===== src/lmf_pkg.sv =====
// Shared constants, types and the key position table of the LED matrix framer.
package lmf_pkg;

  // Chain and grid geometry.
  localparam int unsigned LED_COUNT    = 61;
  localparam int unsigned GRID_COLUMNS = 14;
  localparam int unsigned GRID_ROWS    = 5;
  localparam int unsigned MAP_LEN      = 70;

  // Field widths.
  localparam int unsigned KIND_W     = 2;
  localparam int unsigned COL_W      = 4;
  localparam int unsigned ROW_W      = 3;
  localparam int unsigned COLOR_W    = 8;
  localparam int unsigned SPI_BYTE_W = 8;
  localparam int unsigned PIXEL_W    = 3 * COLOR_W;

  // Derived widths.
  localparam int unsigned LED_IDX_W = (LED_COUNT > 1) ? $clog2(LED_COUNT) : 1;
  localparam int unsigned POS_W     = ROW_W + COL_W;
  localparam int unsigned MAP_IDX_W = (MAP_LEN > 1) ? $clog2(MAP_LEN) : 1;
  localparam int unsigned MAP_VAL_W = 6;
  localparam int unsigned BIT_CNT_W = $clog2(PIXEL_W);

  // SPI byte patterns for one WS2812 bit.
  localparam logic [SPI_BYTE_W-1:0] BYTE_ONE  = 8'hf0;
  localparam logic [SPI_BYTE_W-1:0] BYTE_ZERO = 8'hc0;

  typedef enum logic [KIND_W-1:0] {
    KIND_WRITE   = 2'd0,
    KIND_CLEAR   = 2'd1,
    KIND_REFRESH = 2'd2
  } kind_e;

  // Grid key (row * GRID_COLUMNS + column) to LED number.
  localparam logic [MAP_VAL_W-1:0] KEY_TO_LED [MAP_LEN] = '{
    6'd0,  6'd1,  6'd2,  6'd3,  6'd4,  6'd5,  6'd6,  6'd7,  6'd8,  6'd9,
    6'd10, 6'd11, 6'd12, 6'd13,
    6'd14, 6'd15, 6'd16, 6'd17, 6'd18, 6'd19, 6'd20, 6'd21, 6'd22, 6'd23,
    6'd24, 6'd25, 6'd26, 6'd27,
    6'd28, 6'd29, 6'd30, 6'd31, 6'd32, 6'd33, 6'd34, 6'd35, 6'd36, 6'd37,
    6'd38, 6'd39, 6'd40, 6'd40,
    6'd41, 6'd41, 6'd42, 6'd43, 6'd44, 6'd45, 6'd46, 6'd47, 6'd48, 6'd49,
    6'd50, 6'd51, 6'd52, 6'd52,
    6'd53, 6'd54, 6'd55, 6'd56, 6'd56, 6'd56, 6'd56, 6'd56, 6'd56, 6'd56,
    6'd57, 6'd58, 6'd59, 6'd60
  };

  // Load request from the sequencer to the bit serializer.
  typedef struct packed {
    logic               valid;
    logic [PIXEL_W-1:0] color;
    logic               final_led;
  } ser_load_t;

endpackage


===== src/lmf_ifs.sv =====
// Handshake channel interfaces of the LED matrix framer.
interface lmf_in_if;
  import lmf_pkg::*;
  logic               valid;
  logic               ready;
  logic [KIND_W-1:0]  kind;
  logic [COL_W-1:0]   column;
  logic [ROW_W-1:0]   row;
  logic [COLOR_W-1:0] red;
  logic [COLOR_W-1:0] green;
  logic [COLOR_W-1:0] blue;

  modport source (output valid, kind, column, row, red, green, blue, input ready);
  modport sink   (input valid, kind, column, row, red, green, blue, output ready);
endinterface

interface lmf_out_if;
  import lmf_pkg::*;
  logic                  valid;
  logic                  ready;
  logic [SPI_BYTE_W-1:0] spi_byte;
  logic                  last_of_led;
  logic                  last_of_frame;

  modport source (output valid, spi_byte, last_of_led, last_of_frame, input ready);
  modport sink   (input valid, spi_byte, last_of_led, last_of_frame, output ready);
endinterface

interface lmf_cfg_if;
  logic valid;
  logic ready;
  logic supply_enable;
  logic supply_level;

  modport source (output valid, supply_enable, input ready, supply_level);
  modport sink   (input valid, supply_enable, output ready, supply_level);
endinterface


===== src/lmf_ram.sv =====
// Generic single write port RAM with registered read.
module lmf_ram #(
  parameter int unsigned WIDTH = 8,
  parameter int unsigned DEPTH = 16,
  localparam int unsigned AW   = (DEPTH > 1) ? $clog2(DEPTH) : 1
) (
  input  logic             clk_i,
  input  logic             we_i,
  input  logic [AW-1:0]    waddr_i,
  input  logic [WIDTH-1:0] wdata_i,
  input  logic             re_i,
  input  logic [AW-1:0]    raddr_i,
  output logic [WIDTH-1:0] rdata_o
);

  logic [WIDTH-1:0] mem_q [DEPTH];
  logic [WIDTH-1:0] rdata_q;

  always_ff @(posedge clk_i) begin
    if (we_i) begin
      mem_q[waddr_i] <= wdata_i;
    end
    if (re_i) begin
      rdata_q <= mem_q[raddr_i];
    end
  end

  assign rdata_o = rdata_q;

endmodule


===== src/lmf_serializer.sv =====
// Shift unit that turns one LED color word into its WS2812 SPI byte stream.
module lmf_serializer (
  input  logic                clk_i,
  input  logic                rst_ni,
  input  lmf_pkg::ser_load_t  load_i,
  output logic                busy_o,
  lmf_out_if.source           out_o
);
  import lmf_pkg::*;

  logic [PIXEL_W-1:0]   shift_q, shift_d;
  logic [BIT_CNT_W-1:0] cnt_q, cnt_d;
  logic                 busy_q, busy_d;
  logic                 final_q, final_d;
  logic                 last_bit;

  assign last_bit = (cnt_q == BIT_CNT_W'(PIXEL_W - 1));

  always_comb begin
    shift_d = shift_q;
    cnt_d   = cnt_q;
    busy_d  = busy_q;
    final_d = final_q;
    if (!busy_q) begin
      if (load_i.valid) begin
        shift_d = load_i.color;
        final_d = load_i.final_led;
        cnt_d   = '0;
        busy_d  = 1'b1;
      end
    end else if (out_o.ready) begin
      // Colors go out most significant bit first: G, then R, then B.
      shift_d = {shift_q[PIXEL_W-2:0], 1'b0};
      cnt_d   = cnt_q + 1'b1;
      if (last_bit) begin
        busy_d = 1'b0;
      end
    end
  end

  always_ff @(posedge clk_i or negedge rst_ni) begin
    if (!rst_ni) begin
      busy_q <= 1'b0;
      cnt_q  <= '0;
    end else begin
      busy_q <= busy_d;
      cnt_q  <= cnt_d;
    end
  end

  always_ff @(posedge clk_i) begin
    shift_q <= shift_d;
    final_q <= final_d;
  end

  assign busy_o              = busy_q;
  assign out_o.valid         = busy_q;
  assign out_o.spi_byte      = shift_q[PIXEL_W-1] ? BYTE_ONE : BYTE_ZERO;
  assign out_o.last_of_led   = last_bit;
  assign out_o.last_of_frame = last_bit & final_q;

endmodule


===== src/led_matrix_ws2812_spi_framer_core.sv =====
// Top level of the WS2812 LED matrix frame store and SPI byte framer.
//
//   channel  direction  handshake        payload
//   in_i     sink       valid / ready    kind, column, row, red, green, blue
//   out_o    source     valid / ready    spi_byte, last_of_led, last_of_frame
//   cfg_i    sink       valid / ready    supply_enable (level shown on supply_level)
//
// A pixel write or a clear is done when it is accepted. A refresh is accepted in
// ST_IDLE, which starts the frame RAM read; ST_READ loads the color into the
// serializer shifter, which sends 24 SPI bytes, one per cycle while out_o is ready.
// The input is not ready while a refresh is in flight; a stalled output holds
// its byte and stretches the refresh by the stall. Reset clears all LED valid
// bits at once, so the frame reads as black right after reset with no sweep.
module led_matrix_ws2812_spi_framer_core (
  input  logic       clk_i,
  input  logic       rst_ni,
  lmf_in_if.sink     in_i,
  lmf_out_if.source  out_o,
  lmf_cfg_if.sink    cfg_i
);
  import lmf_pkg::*;

  typedef enum logic {
    ST_IDLE,
    ST_READ
  } state_e;

  state_e                 state_q;
  logic [LED_IDX_W-1:0]   ptr_q;
  logic [LED_IDX_W-1:0]   rd_led_q;
  logic [LED_COUNT-1:0]   led_valid_q;
  logic                   supply_q;

  logic                   ser_busy;
  ser_load_t              ser_load;
  logic                   in_fire;

  // Pixel write address decode.
  logic                   in_grid;
  logic [POS_W-1:0]       pos;
  logic [MAP_VAL_W-1:0]   map_val;
  logic                   map_hit;
  logic                   pix_we;
  logic [LED_IDX_W-1:0]   pix_led;
  logic [PIXEL_W-1:0]     pix_color;

  // Refresh read side.
  logic [LED_IDX_W-1:0]   send_led;
  logic                   rd_en;
  logic [PIXEL_W-1:0]     rd_data;

  assign in_i.ready = (state_q == ST_IDLE) && !ser_busy;
  assign in_fire    = in_i.valid && in_i.ready;

  // The supply enable is only stored and reflected back to the pin.
  assign cfg_i.ready        = 1'b1;
  assign cfg_i.supply_level = supply_q;

  always_comb begin
    in_grid = (COL_W'(in_i.column) < COL_W'(GRID_COLUMNS)) &&
              (ROW_W'(in_i.row) < ROW_W'(GRID_ROWS));
    pos     = POS_W'(POS_W'(in_i.row) * POS_W'(GRID_COLUMNS)) + POS_W'(in_i.column);
    map_val = '0;
    map_hit = 1'b0;
    if (in_grid && (pos < POS_W'(MAP_LEN))) begin
      map_val = KEY_TO_LED[pos[MAP_IDX_W-1:0]];
      // Table entries past the end of the chain are dropped.
      map_hit = (map_val < MAP_VAL_W'(LED_COUNT));
    end
    pix_led   = map_val[LED_IDX_W-1:0];
    pix_color = {in_i.green, in_i.red, in_i.blue};
    pix_we    = in_fire && (in_i.kind == KIND_WRITE) && map_hit;
  end

  // A pointer that somehow sits beyond the chain restarts at the first LED.
  assign send_led = (ptr_q < LED_IDX_W'(LED_COUNT)) ? ptr_q : '0;
  assign rd_en    = in_fire && (in_i.kind == KIND_REFRESH);

  lmf_ram #(
    .WIDTH (PIXEL_W),
    .DEPTH (LED_COUNT)
  ) u_frame_ram (
    .clk_i   (clk_i),
    .we_i    (pix_we),
    .waddr_i (pix_led),
    .wdata_i (pix_color),
    .re_i    (rd_en),
    .raddr_i (send_led),
    .rdata_o (rd_data)
  );

  // An LED never written since reset or the last clear reads as black.
  always_comb begin
    ser_load.valid     = (state_q == ST_READ);
    ser_load.color     = led_valid_q[rd_led_q] ? rd_data : '0;
    ser_load.final_led = (rd_led_q == LED_IDX_W'(LED_COUNT - 1));
  end

  lmf_serializer u_serializer (
    .clk_i  (clk_i),
    .rst_ni (rst_ni),
    .load_i (ser_load),
    .busy_o (ser_busy),
    .out_o  (out_o)
  );

  always_ff @(posedge clk_i or negedge rst_ni) begin
    if (!rst_ni) begin
      state_q     <= ST_IDLE;
      ptr_q       <= '0;
      rd_led_q    <= '0;
      led_valid_q <= '0;
      supply_q    <= 1'b0;
    end else begin
      if (cfg_i.valid) begin
        supply_q <= cfg_i.supply_enable;
      end
      unique case (state_q)
        ST_IDLE: begin
          if (in_fire) begin
            unique case (in_i.kind)
              KIND_WRITE: begin
                if (map_hit) begin
                  led_valid_q[pix_led] <= 1'b1;
                end
              end
              KIND_CLEAR: begin
                led_valid_q <= '0;
              end
              KIND_REFRESH: begin
                rd_led_q <= send_led;
                ptr_q    <= (send_led == LED_IDX_W'(LED_COUNT - 1)) ? '0 : send_led + 1'b1;
                state_q  <= ST_READ;
              end
              default: begin
                // The unused kind is taken and dropped.
              end
            endcase
          end
        end
        ST_READ: begin
          // The serializer is idle here and takes the color at this edge.
          state_q <= ST_IDLE;
        end
        default: begin
          state_q <= ST_IDLE;
        end
      endcase
    end
  end

endmodule

===== src/flat_wrapper.sv =====
// flat-port wrapper written by rule: the top's interface ports become plain ports
module led_matrix_ws2812_spi_framer_core_flat import lmf_pkg::*;
  (clk_i, rst_ni, in_i_valid, in_i_kind, in_i_column, in_i_row, in_i_red, in_i_green, in_i_blue, in_i_ready, out_o_valid, out_o_spi_byte, out_o_last_of_led, out_o_last_of_frame, out_o_ready, cfg_i_valid, cfg_i_supply_enable, cfg_i_ready, cfg_i_supply_level);
  lmf_in_if in_i_i ();
  lmf_out_if out_o_i ();
  lmf_cfg_if cfg_i_i ();
  input  logic clk_i;
  input  logic rst_ni;
  input wire logic [$bits(in_i_i.valid)-1:0] in_i_valid;
  input wire logic [$bits(in_i_i.kind)-1:0] in_i_kind;
  input wire logic [$bits(in_i_i.column)-1:0] in_i_column;
  input wire logic [$bits(in_i_i.row)-1:0] in_i_row;
  input wire logic [$bits(in_i_i.red)-1:0] in_i_red;
  input wire logic [$bits(in_i_i.green)-1:0] in_i_green;
  input wire logic [$bits(in_i_i.blue)-1:0] in_i_blue;
  output wire logic [$bits(in_i_i.ready)-1:0] in_i_ready;
  output wire logic [$bits(out_o_i.valid)-1:0] out_o_valid;
  output wire logic [$bits(out_o_i.spi_byte)-1:0] out_o_spi_byte;
  output wire logic [$bits(out_o_i.last_of_led)-1:0] out_o_last_of_led;
  output wire logic [$bits(out_o_i.last_of_frame)-1:0] out_o_last_of_frame;
  input wire logic [$bits(out_o_i.ready)-1:0] out_o_ready;
  input wire logic [$bits(cfg_i_i.valid)-1:0] cfg_i_valid;
  input wire logic [$bits(cfg_i_i.supply_enable)-1:0] cfg_i_supply_enable;
  output wire logic [$bits(cfg_i_i.ready)-1:0] cfg_i_ready;
  output wire logic [$bits(cfg_i_i.supply_level)-1:0] cfg_i_supply_level;
  assign in_i_i.valid = in_i_valid;
  assign in_i_i.kind = in_i_kind;
  assign in_i_i.column = in_i_column;
  assign in_i_i.row = in_i_row;
  assign in_i_i.red = in_i_red;
  assign in_i_i.green = in_i_green;
  assign in_i_i.blue = in_i_blue;
  assign in_i_ready = in_i_i.ready;
  assign out_o_valid = out_o_i.valid;
  assign out_o_spi_byte = out_o_i.spi_byte;
  assign out_o_last_of_led = out_o_i.last_of_led;
  assign out_o_last_of_frame = out_o_i.last_of_frame;
  assign out_o_i.ready = out_o_ready;
  assign cfg_i_i.valid = cfg_i_valid;
  assign cfg_i_i.supply_enable = cfg_i_supply_enable;
  assign cfg_i_ready = cfg_i_i.ready;
  assign cfg_i_supply_level = cfg_i_i.supply_level;
  led_matrix_ws2812_spi_framer_core u_core (.clk_i(clk_i), .rst_ni(rst_ni), .in_i(in_i_i), .out_o(out_o_i), .cfg_i(cfg_i_i));
endmodule

===== config.mk =====
export PLATFORM = sky130hd
export DESIGN_NAME = led_matrix_ws2812_spi_framer_core_flat
export DESIGN_NICKNAME = d
export VERILOG_FILES = /design/src/lmf_pkg.sv /design/src/lmf_ifs.sv /design/src/lmf_ram.sv /design/src/lmf_serializer.sv /design/src/led_matrix_ws2812_spi_framer_core.sv /design/src/flat_wrapper.sv
export SDC_FILE = /design/constraint.sdc
export NUM_CORES = 2
export LEC_CHECK = 0
export BUFFER_PORTS_ARGS = -buffer_cell sky130_fd_sc_hd__buf_2
export CAP_MARGIN = 20
export CORE_MARGIN = 1
export CORE_UTILIZATION = 50
export CTS_BUF_LIST = sky130_fd_sc_hd__clkbuf_2
export DETAILED_ROUTE_END_ITERATION = 12
export MAX_ROUTING_LAYER = met4
export PLACE_DENSITY = 0.65
export SYNTH_ARGS = -nofsm -noshare
export SYNTH_HDL_FRONTEND = slang
export SYNTH_HIERARCHICAL = 1
export SYNTH_SLANG_ARGS = --single-unit
export TNS_END_PERCENT = 30

===== constraint.sdc =====
create_clock -name clk_i -period 9 [get_ports clk_i]
set_input_delay 1.35 -clock clk_i [delete_from_list [all_inputs] [get_ports clk_i]]
set_output_delay 1.35 -clock clk_i [all_outputs]
set_load 0.02 [all_outputs]

# After elaboration in Yosys (flattened, before gate mapping)
# Memory sizes are Yosys's and may differ from the RTL's. A register that Yosys moved wholly into a read port is not among the register bits.
# Index checks and enable logic that the tools add are counted.
[op_classes]
addsub = 3
muxes = 29
n_eq_ne = 7
reduce_logical = 16
mul = 1
order_cmp = 9
bitwise = 5
[op_table]
columns = ["cell", "count"]
rows = [
  ["61-bit case mux with 2 select lines", 1],
  ["24-bit 2-to-1 mux", 4],
  ["61-bit 2-to-1 mux", 1],
  ["61-bit OR", 1],
  ["6-bit 2-to-1 mux", 6],
  ["5-bit 2-to-1 mux", 3],
  ["6-bit by 7-bit less-than comparator with 1-bit output (second input constant)", 2],
  ["6-bit == test (second input constant)", 2],
  ["6-bit less-than comparator (second input constant)", 2],
  ["1-bit 2-to-1 mux", 11],
  ["8-bit >= comparator (second input constant)", 1],
  ["1-bit logical AND", 8],
  ["7-bit inverter with 8-bit output", 1],
  ["7-bit by 4-bit adder with 7-bit output", 1],
  ["7-bit less-than comparator (second input constant)", 1],
  ["6-bit by 1-bit adder with 6-bit output (second input constant)", 1],
  ["1-bit binary-select mux with 6-bit select", 1],
  ["1-bit demux with 6-bit select", 1],
  ["6-bit by 1-bit >= comparator with 1-bit output (second input constant)", 1],
  ["3-bit by 3-bit multiplier with 6-bit output (second input constant)", 1],
  ["5-bit by 1-bit adder with 5-bit output (second input constant)", 1],
  ["5-bit == test (second input constant)", 1],
  ["4-bit less-than comparator (second input constant)", 1],
  ["2-bit AND reduction", 2],
  ["other kinds (13)", 15],
]
[totals]
romBits = 768
mem_bits_rw = 1464
mem_count = 2
out_inout_bits = 14
inputBits = 39
ff_bits = 106
[mem_list]
columns = ["name", "words", "word_bits", "rd", "rd_clocked_by_memory_dff", "write_ports", "line", "rtl"]
rows = [
  ["u_core.u_frame_ram.mem_q", 61, 24, 1, 1, 1, "lmf_ram.sv:16", "logic [WIDTH-1:0] mem_q [DEPTH];"],
  ["(no name shown)", 128, 6, 1, 0, 0, "led_matrix_ws2812_spi_framer_core.sv:66", "map_val = KEY_TO_LED[pos[MAP_IDX_W-1:0]];"],
]

# Logic depth before layout (Yosys ltp)
[depth]
ltp_word = 14
ltp_mapped = 16

# By module
# Netlist, hierarchy kept.
[by_module_without_submodules]
columns = ["module", "area_each_um2", "n_inst", "seq_area_each_um2", "cells_each"]
rows = [
  ["lmf_ram", 57018.4, 1, 44682.9, 2517],
  ["led_matrix_ws2812_spi_framer_core", 5011.1, 1, 1876.8, 527],
  ["lmf_serializer", 1460.2, 1, 900.9, 98],
]

# Worst setup path before layout
# OpenSTA, ideal clock, no wires.
[synth_path]
kind = "input port to flip-flop"
start = "in in_i_row[0]"
end = "mem u_core/u_frame_ram/mem_q[33][0] in the netlist's numbering (enable)"
cell_stages = 16
arrival_time_ns = 6.790
setup_time_ns = 0.435
path_slack_ns = 1.775
cell_sequence = "fa_1 > ha_1 > inv_1 > fa_1 > o21bai_1 > o31a_1 > a211o_1 > or2_4 > buf_6 > nand2_1 > nand2_1 > buf_2 > a31oi_1 > nor4bb_1 > nand2_1 > nor3_1"
[synth_via]
elab_chain_cells = 11
[synth_rtl]
columns = ["item", "line", "rtl"]
rows = [
  ["from (decl)", "flat_wrapper.sv:12", "input wire logic [$bits(in_i_i.row)-1:0] in_i_row;"],
  ["3-bit by 3-bit multiplier with 6-bit output", "led_matrix_ws2812_spi_framer_core.sv:62", "pos = POS_W'(POS_W'(in_i.row) * POS_W'(GRID_COLUMNS)) + POS_W'(in_i.column);"],
  ["7-bit by 4-bit adder with 7-bit output", "led_matrix_ws2812_spi_framer_core.sv:62", ""],
  ["7-bit inverter with 8-bit output (not written as such)", "led_matrix_ws2812_spi_framer_core.sv:66", ""],
  ["memory 128 x 6 bit", "-", ""],
  ["6-bit 2-to-1 mux (not written as such) (2 in a row)", "led_matrix_ws2812_spi_framer_core.sv:66", ""],
  ["6-bit less-than comparator", "led_matrix_ws2812_spi_framer_core.sv:68", "map_hit = (map_val < MAP_VAL_W'(LED_COUNT));"],
  ["1-bit 2-to-1 mux *", "led_matrix_ws2812_spi_framer_core.sv:65", "if (in_grid && (pos < POS_W'(MAP_LEN))) begin"],
  ["1-bit logical AND *", "led_matrix_ws2812_spi_framer_core.sv:72", "pix_we = in_fire && (in_i.kind == KIND_WRITE) && map_hit;"],
  ["via u_core.pix_we", "led_matrix_ws2812_spi_framer_core.sv:43", "logic pix_we;"],
  ["1-bit 2-to-1 mux *", "lmf_ram.sv:20", "if (we_i) begin"],
  ["1-bit 2-to-1 mux (not written as such) *", "lmf_ram.sv:21", "mem_q[waddr_i] <= wdata_i;"],
  ["to (decl)", "lmf_ram.sv:16", ""],
]
# Mark *: on every way through the listed nets, which the timed path passes. The rest lies on a longest branch. The select of a mux whose other input is x is not followed.

# Worst setup path after layout
[layout_path]
start = "in in_i_row[0]"
end = "mem u_core/u_frame_ram/mem_q[52][22] in the netlist's numbering (enable)"
# Same word-level chain as after synthesis.

==> impl_metrics.csv <==
group,metric,value,unit
cts,cts.clk_slew.worst_paths,0.12,ns
timing,fmax,156.2,MHz
timing,post-route-period-util,0.7113,
critical_path,cp-end-kind,"flip-flop",
place,dp.cells,4779,
logic_synthesis,yosysTopAreaCell,"edfxtp_1",
place,gp_congestion,0.9527,
detailed_routing,routed_wl,159300,um
finish,final_cells,5485,
grt,grt_max_degree,105,
finish,regArea,47460,um^2
logic_synthesis,synth_cells,3142,
logic_synthesis,syn_avg_cell_area,20.21,um^2
detailed_routing,drtIter0Drc,4330,
logic_synthesis,synth.yosys.seq_area_share,0.7475,
finish,syn_to_final_growth,9.339,%
die,core,125700,um^2
cts,ctsHtreeMaxLevel,5,
timing,clock-skew-final,0.1480,ns
logic_synthesis,netlist_area,63490,um^2
finish,mostFrequentLayoutCell,"edfxtp_1",
logic_synthesis,synthDistinctLibCells,85,
timing,fin_crit,6.402,ns
logic_synthesis,synthTopCellsByArea,"edfxtp_1 (72%), mux4_2 (13%), dfrtp_1 (3.2%)",
power_and_ir_drop,p_per_area,245.2,nW/um^2
critical_path,crit_fanout,17,
die,die_w,358.3,um
cts,clock_sinks,1594,
timing,relSlewSlack,0.2130,
grt,grt-ovfl-total,0,
timing,tightest_slew,1.173,ns
timing,tns,0,ns
timing,holdWs,0.3000,ns
power_and_ir_drop,power,17.02,mW
finish,layout-drive-gt1-share,0.3251,
cts,insertion_delay,1.75,ns
finish,stdcell_area,69420,um^2
grt,grt_pass1_vias,33960,
grt,grt-busiest-layer,"met2",
cts,clockBufferDepth,4,
logic_synthesis,synth-edff-count,1513,
detailed_routing,vias_per_cell,6.088,
power_and_ir_drop,vdd_drop_max,0.0002280,V
detailed_routing,drc,0,
detailed_routing,drtPass1Iterations,8,
flow_run,maxCapViolCount,0,
die,start_util,0.5050,
finish,fill_cells,9655,
critical_path,cp.arrival,7.73,ns
grt,grt.met3_usage,0.05701,
logic_synthesis,synth_top_area_share,0.7156,
place,pre_cts_ws,1.089,ns
die,die_area,128400,um^2
worst_hold_path,hold_path.class,"input pin to flip-flop",
timing,hold_viol,0,
finish,utilization,0.5521,
grt,grt_pass1_wl,228600,um
place,dp_hpwl,93790,um
logic_synthesis,async_flop_share,0.05082,
detailed_routing,ant_nets,0,
finish,multi_input_area,15080,um^2
power_and_ir_drop,leakage,22.35,nW
cts,cts_buffers,400,
cts,cts-resized-gates,0,
die,io_pins,53,
cts,cts_tree,"built",
logic_synthesis,synth.yosys.warnings,6,
logic_synthesis,yosys_register_bits,1594,
timing,grt_setup_unrepaired,"no",
timing,setup_viol,0,
logic_synthesis,ys.flop_type,"edfxtp_1",
critical_path,required,10.33,ns
grt,gr-usage-met2,0.3906,
grt,grt_use_total,0.2580,
die,die_h,358.3,um
grt,antenna_found_initial,3,
die,rows,130,
detailed_routing,num_vias,33390,
finish,layout.nets,3605,
place,port_buffers,45,
critical_path,critPathKind,"input pin to flip-flop",
grt,grtUsageMet1,0.3524,
status,status,"complete, no violations",
cts,post_cts_buffers,0,
cts,ctsHoldBuffers,7,
place,dpl_cell_area,65890,um^2
finish,layout_common_cells,"edfxtp_1 (1513), clkbuf_2 (573), mux4_2 (359), nand2_1 (146), mux2i_1 (139)",
critical_path,crit_path_start_kind,"input pin",
cts,root_buffer,"clkbuf_2",
timing,fin_ws,2.598,ns
detailed_routing,wl_per_cell,29.04,um
timing,slew_violations,0,
-- final timing paths --
check                                                         to  slack (ns)  cells after the start                   from
worst max-delay path            u_core/u_frame_ram/mem_q[52][22]        2.60                     16            in_i_row[0]
worst min-delay path             u_core/u_frame_ram/mem_q[37][5]        0.30                      1           in_i_blue[5]
worst max register to register    u_core/u_frame_ram/rdata_o[11]        4.05                     10        u_core/ptr_q[1]
worst min register to register             u_core/led_valid_q[2]        0.49                      2  u_core/led_valid_q[2]
max in group asynchronous                 u_core/led_valid_q[40]        7.76                      4                 rst_ni
min in group asynchronous                 u_core/led_valid_q[10]        0.68                      3                 rst_ni
-- power breakdown --
part	internal, mW	switching [mW]	total [mW]	leakage [nW]
clock network	1.75	2.79	4.54	2.61
logic	1.69	2.49	4.18	5.02
registers	8.24	0.0589	8.30	14.7
total	11.7	5.34	17.0	22.4
-- worst max-delay path, cell delays in order --
cell      delay (ns)
buf_2           0.14
fa_1            0.54
ha_1            0.17
inv_1           0.05
fa_1            0.54
o21bai_1        0.28
o31a_1          0.31
a211o_1         0.35
nor2_2          0.56
nand3_1         0.19
o32a_1          0.51
a31oi_1         0.73
nor2b_1         0.34
nand2_1         0.55
nor2_2          0.77
buf_4           0.34
-- cells in the mapped netlist, types with 21 or more instances --
cell type  count
buf_4         35
inv_1         21
clkbuf_1      69
mux2i_1      139
nor2_1        95
o21ai_0      101
edfxtp_1    1513
dfrtp_1       81
mux4_2       359
nor2b_1       55
a211oi_1      39
o22ai_1       25
mux2_2        24
buf_6         24
buf_2         46
nand3_1       24
a22oi_1       54
nand2_1      146
-- layer usage --
metal  vias up  wire [um]
met3       211      14470
met1     17430      64150
met2      1722      76740
li1      14030          -
met4         0       3907
met5         -          0
-- kinds of logic after synthesis --
logic type / count (synthesis) / synth area share
AO/OA/AOI/OAI: 371 / 0.04263
XOR/XNOR: 8 / 0.001103
adder cells (fa/ha/maj): 23 / 0.005006
buffers and inverters: 204 / 0.01787
flip-flops: 1594 / 0.7475
multiplexers: 524 / 0.1539
other: 3 / 0.0001774
AND/OR/NAND/NOR: 415 / 0.03181
-- final cells by class --
| type | instances | area share |
|---|---|---|
| timing repair buffer | 176 | 0.01923 |
| clock inverter | 112 | 0.007011 |
| multi-input combinational | 1348 | 0.2172 |
| sequential | 1594 | 0.6837 |
| inverter | 23 | 0.001460 |
| clock buffer | 573 | 0.04131 |
| tap | 1650 | 0.02974 |
| antenna | 9 | 0.0003244 |
-- flip-flops by register name, summed over array words and instances (netlist names) --
signal,cells
u_core/cfg_i.supply_level,1
u_core/led_valid_q,61
u_core/ptr_q,6
u_core/rd_led_q,6
u_core/state_q,1
u_core/u_frame_ram/mem_q,1464
u_core/u_frame_ram/rdata_o,24
u_core/u_serializer/busy_o,1
u_core/u_serializer/cnt_q,5
u_core/u_serializer/final_q,1
u_core/u_serializer/shift_q,24
Note: power is estimated with default switching activity, not from simulation.
